`src/rtl/rkd_pkg.sv`:
```
// rkd_pkg: shared types and constants for the remote key debouncer
// no dependencies
`timescale 1ns / 1ps

package rkd_pkg;

    localparam int FILTER_W = 7;
    localparam int COUNT_W  = 8;
    localparam int LONG_W   = 16;
    localparam int REPEAT_W = 8;
    localparam int CFG_IDX_W  = 2;
    localparam int CFG_DATA_W = 16;

    localparam logic [FILTER_W-1:0] FILTER_TIME_RST   = 7'd5;
    localparam logic [LONG_W-1:0]   LONG_TIME_RST     = 16'd100;
    localparam logic [REPEAT_W-1:0] REPEAT_PERIOD_RST = 8'd0;
    localparam logic [COUNT_W-1:0]  FILTER_COUNT_RST  =
        COUNT_W'(FILTER_TIME_RST / 2);

    typedef enum logic [CFG_IDX_W-1:0] {
        CFG_FILTER_TIME   = 2'd0,
        CFG_LONG_TIME     = 2'd1,
        CFG_REPEAT_PERIOD = 2'd2
    } t_cfg_idx;

    typedef struct packed {
        logic [FILTER_W-1:0] filter_time;
        logic [LONG_W-1:0]   long_time;
        logic [REPEAT_W-1:0] repeat_period;
    } t_cfg;

    typedef struct packed {
        logic debounced_pressed;
        logic press_event;
        logic long_event;
        logic repeat_event;
        logic door_open_cmd;
        logic door_close_cmd;
        logic locked;
    } t_result;

endpackage

```
`src/rtl/remote_key_debounce_toggle.sv`:
```
// remote_key_debounce_toggle: top level with input register, core and result register
// depends on rkd_pkg, rkd_cfg_regs, rkd_core
`timescale 1ns / 1ps
// path: an accepted input is held in the input register, then its result is loaded into the result register
// throughput: one item per cycle, limited only by output back-pressure
// input stalls when both registers hold an item and the result is not taken
// reset: synchronous active low; registers take their listed defaults, key state is
// released and the lock state is locked, filter counter starts at half the filter time

module remote_key_debounce_toggle (
    input  logic                           i_clk,
    input  logic                           i_rst_n,
    input  logic                           i_in_valid,
    output logic                           o_in_ready,
    input  logic                           i_key_level,
    output logic                           o_out_valid,
    input  logic                           i_out_ready,
    output logic                           o_debounced_pressed,
    output logic                           o_press_event,
    output logic                           o_long_event,
    output logic                           o_repeat_event,
    output logic                           o_door_open_cmd,
    output logic                           o_door_close_cmd,
    output logic                           o_locked,
    input  logic                           i_cfg_we,
    input  logic [rkd_pkg::CFG_IDX_W-1:0]  i_cfg_index,
    input  logic [rkd_pkg::CFG_DATA_W-1:0] i_cfg_data
);
    import rkd_pkg::*;

    t_cfg    cfg;
    t_result core_result;
    t_result r_result;

    logic r_in_valid;
    logic r_key_level;
    logic r_out_valid;
    logic out_load;
    logic in_take;

    assign out_load   = r_in_valid && (!r_out_valid || i_out_ready);
    assign o_in_ready = !r_in_valid || out_load;
    assign in_take    = i_in_valid && o_in_ready;

    rkd_cfg_regs u_cfg (
        .i_clk       (i_clk),
        .i_rst_n     (i_rst_n),
        .i_cfg_we    (i_cfg_we),
        .i_cfg_index (i_cfg_index),
        .i_cfg_data  (i_cfg_data),
        .o_cfg       (cfg)
    );

    rkd_core u_core (
        .i_clk       (i_clk),
        .i_rst_n     (i_rst_n),
        .i_step      (out_load),
        .i_key_level (r_key_level),
        .i_cfg       (cfg),
        .o_result    (core_result)
    );

    always_ff @(posedge i_clk) begin
        if (!i_rst_n) begin
            r_in_valid  <= 1'b0;
            r_out_valid <= 1'b0;
        end else begin
            if (in_take) begin
                r_in_valid <= 1'b1;
            end else if (out_load) begin
                r_in_valid <= 1'b0;
            end
            if (out_load) begin
                r_out_valid <= 1'b1;
            end else if (i_out_ready) begin
                r_out_valid <= 1'b0;
            end
        end
    end

    always_ff @(posedge i_clk) begin
        if (in_take) begin
            r_key_level <= i_key_level;
        end
        if (out_load) begin
            r_result <= core_result;
        end
    end

    assign o_out_valid         = r_out_valid;
    assign o_debounced_pressed = r_result.debounced_pressed;
    assign o_press_event       = r_result.press_event;
    assign o_long_event        = r_result.long_event;
    assign o_repeat_event      = r_result.repeat_event;
    assign o_door_open_cmd     = r_result.door_open_cmd;
    assign o_door_close_cmd    = r_result.door_close_cmd;
    assign o_locked            = r_result.locked;

endmodule

```
`src/rtl/rkd_cfg_regs.sv`:
```
// rkd_cfg_regs: configuration register bank with write decoder
// depends on rkd_pkg
`timescale 1ns / 1ps

module rkd_cfg_regs (
    input  logic                           i_clk,
    input  logic                           i_rst_n,
    input  logic                           i_cfg_we,
    input  logic [rkd_pkg::CFG_IDX_W-1:0]  i_cfg_index,
    input  logic [rkd_pkg::CFG_DATA_W-1:0] i_cfg_data,
    output rkd_pkg::t_cfg                  o_cfg
);
    import rkd_pkg::*;

    t_cfg r_cfg;
    t_cfg n_cfg;

    always_comb begin
        n_cfg = r_cfg;
        if (i_cfg_we) begin
            unique case (t_cfg_idx'(i_cfg_index))
                CFG_FILTER_TIME:   n_cfg.filter_time   = i_cfg_data[FILTER_W-1:0];
                CFG_LONG_TIME:     n_cfg.long_time     = i_cfg_data[LONG_W-1:0];
                CFG_REPEAT_PERIOD: n_cfg.repeat_period = i_cfg_data[REPEAT_W-1:0];
                default:           n_cfg = r_cfg;
            endcase
        end
    end

    always_ff @(posedge i_clk) begin
        if (!i_rst_n) begin
            r_cfg.filter_time   <= FILTER_TIME_RST;
            r_cfg.long_time     <= LONG_TIME_RST;
            r_cfg.repeat_period <= REPEAT_PERIOD_RST;
        end else begin
            r_cfg <= n_cfg;
        end
    end

    assign o_cfg = r_cfg;

endmodule

```
`src/rtl/rkd_core.sv`:
```
// rkd_core: debounce, hold, repeat and lock state with per-tick update logic
// depends on rkd_pkg
`timescale 1ns / 1ps

module rkd_core (
    input  logic             i_clk,
    input  logic             i_rst_n,
    input  logic             i_step,
    input  logic             i_key_level,
    input  rkd_pkg::t_cfg    i_cfg,
    output rkd_pkg::t_result o_result
);
    import rkd_pkg::*;

    logic [COUNT_W-1:0]  r_filter_count, n_filter_count;
    logic                r_pressed, n_pressed;
    logic [LONG_W-1:0]   r_hold_count, n_hold_count;
    logic [REPEAT_W-1:0] r_repeat_count, n_repeat_count;
    logic                r_lock, n_lock;

    logic [COUNT_W-1:0]  filter_low;
    logic [COUNT_W-1:0]  filter_top;
    logic [REPEAT_W-1:0] repeat_inc;
    t_result             result;

    assign filter_low = {1'b0, i_cfg.filter_time};
    assign filter_top = {i_cfg.filter_time, 1'b0};
    assign repeat_inc = r_repeat_count + REPEAT_W'(1);

    always_comb begin
        n_filter_count = r_filter_count;
        n_pressed      = r_pressed;
        n_hold_count   = r_hold_count;
        n_repeat_count = r_repeat_count;
        n_lock         = r_lock;
        result         = '0;
        if (!i_key_level) begin
            if (r_filter_count < filter_low) begin
                n_filter_count = filter_low;
            end else if (r_filter_count < filter_top) begin
                n_filter_count = r_filter_count + COUNT_W'(1);
            end else begin
                if (!r_pressed) begin
                    n_pressed          = 1'b1;
                    result.press_event = 1'b1;
                end
                if (i_cfg.long_time != '0) begin
                    if (r_hold_count < i_cfg.long_time) begin
                        n_hold_count = r_hold_count + LONG_W'(1);
                        if (n_hold_count == i_cfg.long_time) begin
                            result.long_event = 1'b1;
                        end
                    end else if (i_cfg.repeat_period != '0) begin
                        if (repeat_inc >= i_cfg.repeat_period) begin
                            n_repeat_count      = '0;
                            result.repeat_event = 1'b1;
                        end else begin
                            n_repeat_count = repeat_inc;
                        end
                    end
                end
            end
        end else begin
            if (r_filter_count > filter_low) begin
                n_filter_count = filter_low;
            end else if (r_filter_count != '0) begin
                n_filter_count = r_filter_count - COUNT_W'(1);
            end else if (r_pressed) begin
                n_pressed = 1'b0;
                if (r_hold_count < i_cfg.long_time) begin
                    n_lock = ~r_lock;
                    if (r_lock) begin
                        result.door_open_cmd = 1'b1;
                    end else begin
                        result.door_close_cmd = 1'b1;
                    end
                end
                n_hold_count = '0;
            end
            n_repeat_count = '0;
        end
        result.debounced_pressed = n_pressed;
        result.locked            = n_lock;
    end

    always_ff @(posedge i_clk) begin
        if (!i_rst_n) begin
            r_filter_count <= FILTER_COUNT_RST;
            r_pressed      <= 1'b0;
            r_hold_count   <= '0;
            r_repeat_count <= '0;
            r_lock         <= 1'b1;
        end else if (i_step) begin
            r_filter_count <= n_filter_count;
            r_pressed      <= n_pressed;
            r_hold_count   <= n_hold_count;
            r_repeat_count <= n_repeat_count;
            r_lock         <= n_lock;
        end
    end

    assign o_result = result;

    // door commands only on a debounced release
    assert property (@(posedge i_clk) disable iff (!i_rst_n)
        (i_step && (result.door_open_cmd || result.door_close_cmd))
            |=> (!r_pressed && $past(r_pressed)))
        else $error("door command without a debounced release");

    // open means now unlocked, close means now locked
    assert property (@(posedge i_clk) disable iff (!i_rst_n)
        (i_step && result.door_open_cmd) |=> !r_lock)
        else $error("door open without unlock");

    assert property (@(posedge i_clk) disable iff (!i_rst_n)
        (i_step && result.door_close_cmd) |=> r_lock)
        else $error("door close without lock");

    // long and repeat pulses only while held
    assert property (@(posedge i_clk) disable iff (!i_rst_n)
        (i_step && (result.long_event || result.repeat_event)) |=> r_pressed)
        else $error("long or repeat pulse while released");

    // lock state changes only by a stepped item
    assert property (@(posedge i_clk) disable iff (!i_rst_n)
        !i_step |=> $stable(r_lock))
        else $error("lock state changed without an item");

endmodule

```
`config.mk`:
```
export PLATFORM = sky130hd
export DESIGN_NAME = remote_key_debounce_toggle
export DESIGN_NICKNAME = d
export VERILOG_FILES = /design/src/rtl/rkd_pkg.sv /design/src/rtl/remote_key_debounce_toggle.sv /design/src/rtl/rkd_cfg_regs.sv /design/src/rtl/rkd_core.sv
export SDC_FILE = /design/constraint.sdc
export NUM_CORES = 1
export LEC_CHECK = 0
export BUFFER_PORTS_ARGS = -buffer_cell sky130_fd_sc_hd__buf_2
export CAP_MARGIN = 10
export CORE_MARGIN = 2
export CORE_UTILIZATION = 60
export DETAILED_ROUTE_END_ITERATION = 6
export GPL_TIMING_DRIVEN = 0
export PLACE_DENSITY_LB_ADDON = 0.12
export SETUP_SLACK_MARGIN = 0.5
export SLEW_MARGIN = 20
export SYNTH_ARGS = -nofsm -noshare
export SYNTH_HDL_FRONTEND = slang
export SYNTH_HIERARCHICAL = 1
export SYNTH_SLANG_ARGS = --single-unit
```
`constraint.sdc`:
```
create_clock -name i_clk -period 3.1 [get_ports i_clk]
set_input_delay 0.465 -clock i_clk [delete_from_list [all_inputs] [get_ports i_clk]]
set_output_delay 0.465 -clock i_clk [all_outputs]
set_load 0.01 [all_outputs]
```
==> results by group, run 1 <==
Worst setup path
  • Req. time, crit path: about 3.3 ns
  • Type of element launching the critical path: register
  • Largest stage delay on the critical path: 0.52 ns
  • Maximum fanout along the worst path: 6
  • Crit-path slowest cell: sky130_fd_sc_hd__o21ai_1
  • Kind of capture point of the worst setup path: register
  • Number of cell instances on the worst register-to-register path: 8
  • CP cell instances: inv_1 > ha_1 > and3b_1 > o211ai_4 > a21oi_2 > o21ai_1 > a311oi_1 > a221o_1
  • Critical path class: reg2reg
  • Arrival time reported for the critical path endpoint: about 2.9 ns

Die
  • Core footprint: 0.008299 sq mm
  • Row Count: 33
  • Top Ports: 33
  • Die outline area: about 0.0094 sq mm
  • Die Width: 97.01 um
  • Height of the die: about 97 um
  • Starting density of the core: approximately 63%

Min path
  • Worst hold path depth: 1
  • Type of the worst min-delay path: in2reg

Placed design
  • GP Congestion: between 0.9 and 1
  • Dpl hpwl: approximately 10 mm
  • Pre-CTS worst setup slack: -0.05133 ns
  • Port Buf Inserts: 32

Yosys
  • Most used DFF post-synth: sky130_fd_sc_hd__dfxtp_1
  • EDFF count, synth: 8
  • Post-Synthesis Net Count: 667
  • Synthesized-area fraction occupied by xor and xnor cells: roughly 5.6%
  • Post-synthesis share of cell area spent on and, or, nand and nor gates: 20.01%
  • Synth Instances: about 600
  • Share of synthesized area spent on multiplexers: roughly 6.2%
  • Area share of fa/ha/maj cells after synthesis: a little over a tenth
  • Post-synth cell types: 85
  • Part of the Yosys area used for sequential elements: a little under a third
  • Compound-gate portion of the synthesized area: around a fifth
  • Yosys warnings: 6
  • Syn Area/Cell: 8.664 sq um
  • Area of the mapped netlist: between 0.005 and 0.006 sq mm
  • Dominant combinational cell family by area after synthesis: compound AO/OA/AOI/OAI gates
  • Share of flip-flops with an asynchronous set or reset after synthesis: 0%
  • Total of flip-flops plus latches after synthesis: 75

STA
  • Max Freq: between 300 and 400 MHz
  • Relative slew margins: between 50% and 60%
  • Share of the cycle needed by the critical path after routing: 84.82%
  • Setup repair after global routing missed its margin: yes
  • Final hold violation count: 0
  • Hold slack: about 0.29 ns
  • Final critical path time including I/O delays and setup: roughly 2.6 ns
  • Worst Slack Setup Final: between 0.4 and 0.5 ns
  • Final number of max-transition violations: 0
  • Tightest Pin Transition: roughly 0.71 ns
  • Number of failing setup endpoints in the final timing report: 0
  • Worst clock skew: 0.01134 ns

Drt
  • Vias after detailed routing: between 4000 and 5000
  • Drt first pass iters: 5
  • Total detailed-routing wirelength: 14.39 mm
  • Average vias per placed instance: approximately 6.4
  • Wire per inst: roughly 19 um
  • Iteration-0 DRC count of the detailed router: 423
  • ANT nets after route: 0
  • Detailed-route DRC error count: 0

Cells and area
  • Fill cell count: ~650
  • Fraction of final layout cells sized beyond drive strength 1: roughly 22%
  • Signed area change from the synthesized netlist to the final layout: 17.16%
  • Footprint of the flip-flops and latches: roughly 0.0016 sq mm
  • Area used by multi-input combinational logic: ~0.0034 sq mm
  • Number of antenna repair diodes: 0
  • Net count reported at finish: 728

Clocking
  • Post-CTS clock slew at the launch and capture registers of the worst setup and hold paths: around 0.090 ns
  • H-tree Lvls: 3
  • Number of buffers added by the clock tree synthesis step: 9
  • Clock tree buffer depth: 2
  • Clock root buffer: sky130_fd_sc_hd__clkbuf_8
  • Worst-Skew Late Latency: 0.36 ns
  • Hold buffers post-CTS: 0
  • CTS tree: done
  • TritonCTS sink count: 75

Flow run
  • Max-Cap Viols: 0

GRT
  • Sum of overflow across all layers after global routing: 0
  • Number of global-route vias before repair: approximately 4800
  • Initial antenna violation count: 0
  • Global-route usage over all layers: 30.26%
  • Wire length of the first global-routing pass: 23.33 mm
  • Largest net degree at the start of global routing: 15

Power and ir drop
  • Pwr Density: about 410 mW/mm^2
  • VDD IR max: approximately 0.33 mV
  • Cell leakage power: about 0.0025 uW

Status
  • Outcome: finished, final reports clean
-- per-layer routing --
layer	up-vias	GRT usage [%]	routed length (um)
met1	2325	38.01	5892
li1	2319	-	-
met2	227	51.66	6872
met4	0	10.83	420
met5	-	0	0
met3	41	5.853	1200
-- state kept, by name, summed over array words and instances (netlist names), 8 cells and up --
signal,flops
u_core/r_repeat_count,8
u_cfg/o_cfg,31
u_core/r_filter_count,8
u_core/r_hold_count,16
-- Yosys cell counts, types with 12 or more instances --
cell                       number  area share, %
sky130_fd_sc_hd__xnor2_1       24            4.1
sky130_fd_sc_hd__dfxtp_1       67             26
sky130_fd_sc_hd__nand4_1       12            1.4
sky130_fd_sc_hd__inv_1         50            3.6
sky130_fd_sc_hd__ha_1          44             11
sky130_fd_sc_hd__nor2_1        22            1.6
sky130_fd_sc_hd__clkbuf_1      13           0.94
sky130_fd_sc_hd__a21oi_1       12            1.2
sky130_fd_sc_hd__nand2_1       77            5.6
sky130_fd_sc_hd__o21ai_0       17            1.6
sky130_fd_sc_hd__mux2i_1       31            6.0
sky130_fd_sc_hd__a31oi_1       27            3.3
sky130_fd_sc_hd__nand3_1       19            1.8
-- kinds of logic after synthesis --
family          count (synthesis)
compound gates                138
simple gates                  194
fa+ha+maj                      44
mux                            32
xor+xnor                       33
flops                          75
buf+inv                        83
-- critical path, delay by kind of cell, from the launching register on --
family,cells,cell delay [ns]
AOI/OAI and AO/OA,5,1.47
DFF,1,0.38
adders and majority gates,1,0.33
and+or+nand+nor,1,0.25
buffers and inverters,1,0.08
-- report_power, final --
part           switching [uW]  total, uW  internal, uW
registers                38.4       1050          1010
logic                     294        498           205
clock network             415        951           536
-- what timing repair did --
action	in CTS	in global routing
resized for setup	22	46
pin swaps	8	18
gates cloned	0	1
setup endpoints to repair	30	33
buffers inserted	7	10
endpoints found under the hold margin	0	0
-- cells in the final DEF, fill, tap and decap left out, types with 5 or more instances in the layout --
cell type / count
sky130_fd_sc_hd__buf_2: 40
sky130_fd_sc_hd__o21ai_0: 13
sky130_fd_sc_hd__nand2_1: 76
sky130_fd_sc_hd__clkbuf_8: 10
sky130_fd_sc_hd__xor2_1: 9
sky130_fd_sc_hd__nand3_1: 18
sky130_fd_sc_hd__nor3_1: 7
sky130_fd_sc_hd__dfxtp_1: 54
sky130_fd_sc_hd__nor4_1: 5
sky130_fd_sc_hd__a21oi_1: 11
sky130_fd_sc_hd__a21o_1: 5
sky130_fd_sc_hd__buf_6: 6
sky130_fd_sc_hd__nor2b_1: 7
sky130_fd_sc_hd__a31oi_1: 27
sky130_fd_sc_hd__o21a_1: 7
sky130_fd_sc_hd__o211ai_1: 9
sky130_fd_sc_hd__edfxtp_1: 8
sky130_fd_sc_hd__and3_1: 8
sky130_fd_sc_hd__dfxtp_2: 10
sky130_fd_sc_hd__buf_4: 20
sky130_fd_sc_hd__clkbuf_1: 12
sky130_fd_sc_hd__a32o_1: 5
sky130_fd_sc_hd__mux2i_1: 31
sky130_fd_sc_hd__xnor2_1: 24
sky130_fd_sc_hd__nand4_1: 12
sky130_fd_sc_hd__ha_1: 40
sky130_fd_sc_hd__a211oi_1: 7
sky130_fd_sc_hd__inv_1: 50
sky130_fd_sc_hd__nor2_1: 20
-- cell type report --
type,count,share of cell area (%)
clock buffers,11,2.675
well taps,105,2.160
multi-input cells,441,56.17
clock inverters,5,1.481
repair buffers,50,4.979
flip-flops and latches,75,26.40
plain buffers,31,2.922
inverters,52,3.210
-- final timing paths --
check	from	to	slack, ns
setup / recovery	u_cfg/o_cfg[26]$_SDFFE_PN1P_	u_core/r_filter_count[1]$_SDFFE_PN1P_	0.47
hold / removal	i_key_level	r_key_level$_DFFE_PP_	0.29
hold reg to reg	u_cfg/o_cfg[2]$_SDFFE_PN0P_	u_cfg/o_cfg[2]$_SDFFE_PN0P_	0.47
setup reg to reg	u_cfg/o_cfg[26]$_SDFFE_PN1P_	u_core/r_filter_count[1]$_SDFFE_PN1P_	0.47
-- stage by stage --
step / cell area [sq um] / total power, uW / setup TNS, ns / util (%) / cells
global route: 6081 / 2588 / 0 / 73.27 / 770
finish: 6081 / 2495 / 0 / 73.27 / 770
global placement: 5482 / 1479 / -0.01680 / 66.05 / 736
detailed placement: 5482 / 1490 / -0.05133 / 66.05 / 736
floorplan: 5190 / 1366 / 0 / - / 599
CTS: 5866 / 2455 / 0 / 70.68 / 759
Power figures use the tool's default switching activity.
==> run 2, diff against run 1 <==
Settings changed: ABC_AREA from default to 1.
Clock period 3.1 ns to 2.7 ns, I/O delays scaled along.
==> run 2 against run 1 <==
Effect of this change: die area up 6.5%; sequential cell count stayed put; synthesized cell count rose by 49%; hold slack lost 0.052 ns; first-iteration DRC count fell by 6.1%; clock power rose by 3.2%; clock skew rose by 0.0013 ns; register-to-register slack got worse by 0.13 ns; non-clock buffer count shrank 1; area after synthesis rose by 6.8%.
==> results by group, run 2 <==
Clocking
  • TritonCTS sink count: 75
  • Post-CTS clock slew at the launch and capture registers of the worst setup and hold paths: roughly 0.08 ns
  • Clock tree buffer depth: 2
  • CTS tree: done
  • Number of buffers added by the clock tree synthesis step: 9
  • Clock root buffer: sky130_fd_sc_hd__clkbuf_8
  • H-tree Lvls: 3
  • Hold buffers post-CTS: 0
  • Worst-Skew Late Latency: around 0.36 ns

GRT
  • Largest net degree at the start of global routing: 14
  • Wire length of the first global-routing pass: 24.74 mm
  • Sum of overflow across all layers after global routing: 0
  • Initial antenna violation count: 0
  • Global-route usage over all layers: a little over 30%
  • Number of global-route vias before repair: about 5400

Power and ir drop
  • Clk pwr share: between 20% and 30%
  • Pwr Density: about 520 mW/mm^2
  • Part of the power in registers: a little under two fifths
  • VDD IR max: around 0.29 mV
  • Net load switching power: between 1000 and 1500 uW
  • Cell leakage power: around 0.0034 uW
  • Overall power of the completed layout: about 3500 uW
  • Logic pwr share: between 30% and 40%
  • Share of total power consumed by net switching: a little under two fifths
  • Pint: about 2200 uW

STA
  • Total negative setup slack: 0 ns
  • Setup repair after global routing missed its margin: yes
  • Final number of max-transition violations: 0
  • Number of failing setup endpoints in the final timing report: 0
  • Max Freq: roughly 420 MHz
  • Relative slew margins: ~53%
  • Worst clock skew: between 0.01 and 0.015 ns
  • Final hold violation count: 0
  • Tightest Pin Transition: 0.7100 ns
  • Share of the cycle needed by the critical path after routing: between 80% and 90%
  • Final critical path time including I/O delays and setup: between 2 and 2.5 ns

Cells and area
  • Most common library cell in the layout ignoring fill and taps: sky130_fd_sc_hd__nand2_1
  • Layout Utilization: 73.30%
  • Number of flip-flops under the largest register name: 31
  • Number of antenna repair diodes: 0
  • Fill cell count: roughly 720
  • Most frequent cells in the layout: 251 x sky130_fd_sc_hd__nand2_1, 150 x sky130_fd_sc_hd__nor2_1, 112 x sky130_fd_sc_hd__inv_1
  • Signed area change from the synthesized netlist to the final layout: 20.42%
  • Fraction of final layout cells sized beyond drive strength 1: roughly a fifth
  • Net count reported at finish: approximately 1000

Yosys
  • Share of synthesized area spent on multiplexers: 0%
  • Dominant cell by count in the synthesized netlist: sky130_fd_sc_hd__nand2_1
  • Dominant combinational cell family by area after synthesis: simple AND/OR/NAND/NOR gates
  • Post-Synthesis Net Count: about 960
  • Most used DFF post-synth: sky130_fd_sc_hd__dfxtp_1
  • Synth Instances: 891
  • Top cells by instance count after synthesis: 261 x sky130_fd_sc_hd__nand2_1, 156 x sky130_fd_sc_hd__nor2_1, 122 x sky130_fd_sc_hd__inv_1
  • Portion of synthesized cell area occupied by the leading cell type: around a quarter
  • EDFF count, synth: 8
  • Total of flip-flops plus latches after synthesis: 75
  • Cell taking the most area after synthesis: sky130_fd_sc_hd__dfxtp_1
  • Area share of fa/ha/maj cells after synthesis: ~10%
  • Part of the Yosys area used for sequential elements: about 29%
  • Compound-gate portion of the synthesized area: between 5 and 6%
  • Share of flip-flops with an asynchronous set or reset after synthesis: 0%
  • Post-synth cell types: 40
  • Area of the mapped netlist: about 0.0055 sq mm
  • Syn Area/Cell: slightly above 6 sq um
  • Synthesized-area fraction occupied by xor and xnor cells: roughly 2.5%
  • Cell types occupying the most area after synthesis: sky130_fd_sc_hd__dfxtp_1 24%, sky130_fd_sc_hd__nand2_1 18%, sky130_fd_sc_hd__nor2_1 11%
  • Post-synthesis share of cell area spent on and, or, nand and nor gates: between 40% and 50%
  • Yosys warnings: 6

Drt
  • Total detailed-routing wirelength: between 15 and 20 mm
  • ANT nets after route: 0
  • Iteration-0 DRC count of the detailed router: 397
  • Average vias per placed instance: ~5.5
  • Drt first pass iters: 5
  • Vias after detailed routing: ~6000
  • Wire per inst: roughly 15 um
  • Detailed-route DRC error count: 0

Worst setup path
  • Kind of cell adding the most delay to the critical path: simple AND/OR/NAND/NOR gates
  • Crit-path slowest cell: sky130_fd_sc_hd__dfxtp_4
  • Kind of capture point of the worst setup path: register
  • Setup slack of the most critical reg-to-reg path: approximately 0.34 ns
  • Req. time, crit path: ~3.0 ns
  • Type of element launching the critical path: register
  • Crit path top cell by count: sky130_fd_sc_hd__nand2_1
  • CP cell instances: ha_4 > nand3_2 > nor2_1 > nand2_1 > xor2_1 > inv_1 > ha_4 > nand2_4 > a21oi_2 > nor3_1 > and2_1 > buf_8 > buf_4 > nand4_1 > nand2_1 > nand2_1 > nor2_1
  • Largest stage delay on the critical path: ~0.38 ns
  • Maximum fanout along the worst path: 4
  • Arrival time reported for the critical path endpoint: between 2 and 3 ns
  • Critical path class: reg2reg
  • Number of buffers and inverters on the critical path: 3

Die
  • Row Count: 35
  • Core footprint: between 0.009 and 0.01 sq mm
  • Height of the die: roughly 100 um
  • Die outline area: about 0.010 sq mm
  • Die Width: 100.1 um
  • Starting density of the core: 60.87%
  • Top Ports: 33

Placed design
  • Dpl hpwl: 11.18 mm
  • GP Congestion: about 0.94
  • Port Buf Inserts: 31

Flow run
  • Max-Cap Viols: 0

Min path
  • Type of the worst min-delay path: in2reg

Status
  • Outcome: finished, final reports clean
[run 2: cell count changes after synthesis, moves of 22 or more]
cell / before / now
sky130_fd_sc_hd__nand2_1: 77 / 261
sky130_fd_sc_hd__nor2_1: 22 / 156
sky130_fd_sc_hd__inv_1: 50 / 122
sky130_fd_sc_hd__nand3_1: 19 / 80
sky130_fd_sc_hd__mux2i_1: 31 / 0
sky130_fd_sc_hd__a31oi_1: 27 / 0
sky130_fd_sc_hd__a21oi_1: 12 / 36
sky130_fd_sc_hd__xnor2_1: 24 / 2
[run 2: area by class of cell]
cell class                 count  area [sq um]  area share, %
multi-input combinational    660          3637          54.48
sequential                    75          1632          24.44
inverter                     130         493.0          7.384
timing repair buffer          54         366.6          5.491
buffer                        26         191.4          2.867
tap                          111         138.9          2.080
clock buffer                  10         127.6          1.912
clock inverter                 6         90.09          1.349
[run 2: path summary, 6_finish.rpt]
kind / endpoint / start / depth (start not counted)
max: u_core/r_repeat_count[5]$_SDFFE_PN0P_ / u_core/r_repeat_count[0]$_SDFFE_PN0P_ / 17
min: r_key_level$_DFFE_PP_ / i_key_level / 1
min reg2reg: u_core/r_repeat_count[7]$_SDFFE_PN0P_ / u_core/r_repeat_count[7]$_SDFFE_PN0P_ / 2
max reg2reg: u_core/r_repeat_count[5]$_SDFFE_PN0P_ / u_core/r_repeat_count[0]$_SDFFE_PN0P_ / 17
[run 2: logic make-up (layout without fill, tap and decap cells)]
group / count (synthesis) / after routing
AOI/OAI and AO/OA: 56 / 56
adders and majority gates: 44 / 44
and+or+nand+nor: 544 / 544
xor gates and xnor gates: 16 / 16
DFF: 75 / 75
buffers and inverters: 156 / 226
[run 2: through the flow]
step | setup WS (ns) | hold slack (ns) | instances | area, sq um
detailed placement | 0.08735 | 0.4905 | 1033 | 5839
global route | 0.2136 | 0.2118 | 1072 | 6676
floorplan | 0.5254 | 0.4503 | 891 | 5545
CTS | 0.4460 | 0.2183 | 1054 | 6216
finish | 0.3447 | 0.2347 | 1072 | 6676
global placement | 0.1145 | 0.4655 | 1033 | 5839
[run 2: power by group through the flow]
stage | Sequential [uW] | Combinational (uW) | Clock, uW
2_1_floorplan | 1290 | 692 | 0
3_3_place_gp | 1310 | 883 | 0
3_5_place_dp | 1310 | 907 | 0
4_1_cts | 1290 | 983 | 999
5_1_grt | 1310 | 1350 | 1050
6_report | 1300 | 1210 | 981
[run 2: timing repair]
item,4_1_cts,5_1_grt
gates cloned,0,2
endpoints found under the setup margin,36,36
hold endpoints to repair,0,0
setup buffers,5,16
resized for setup,35,82
pin swaps,12,28
[run 2: per-layer routing]
layer / global-route usage [%] / wire length [um] / vias to the layer above
met5: 0 / 0 / -
met3: 5.014 / 1077 / 49
met4: 13.70 / 577 / 0
li1: - / - / 2914
met1: 40.17 / 6840 / 2686
met2: 50.90 / 7597 / 199
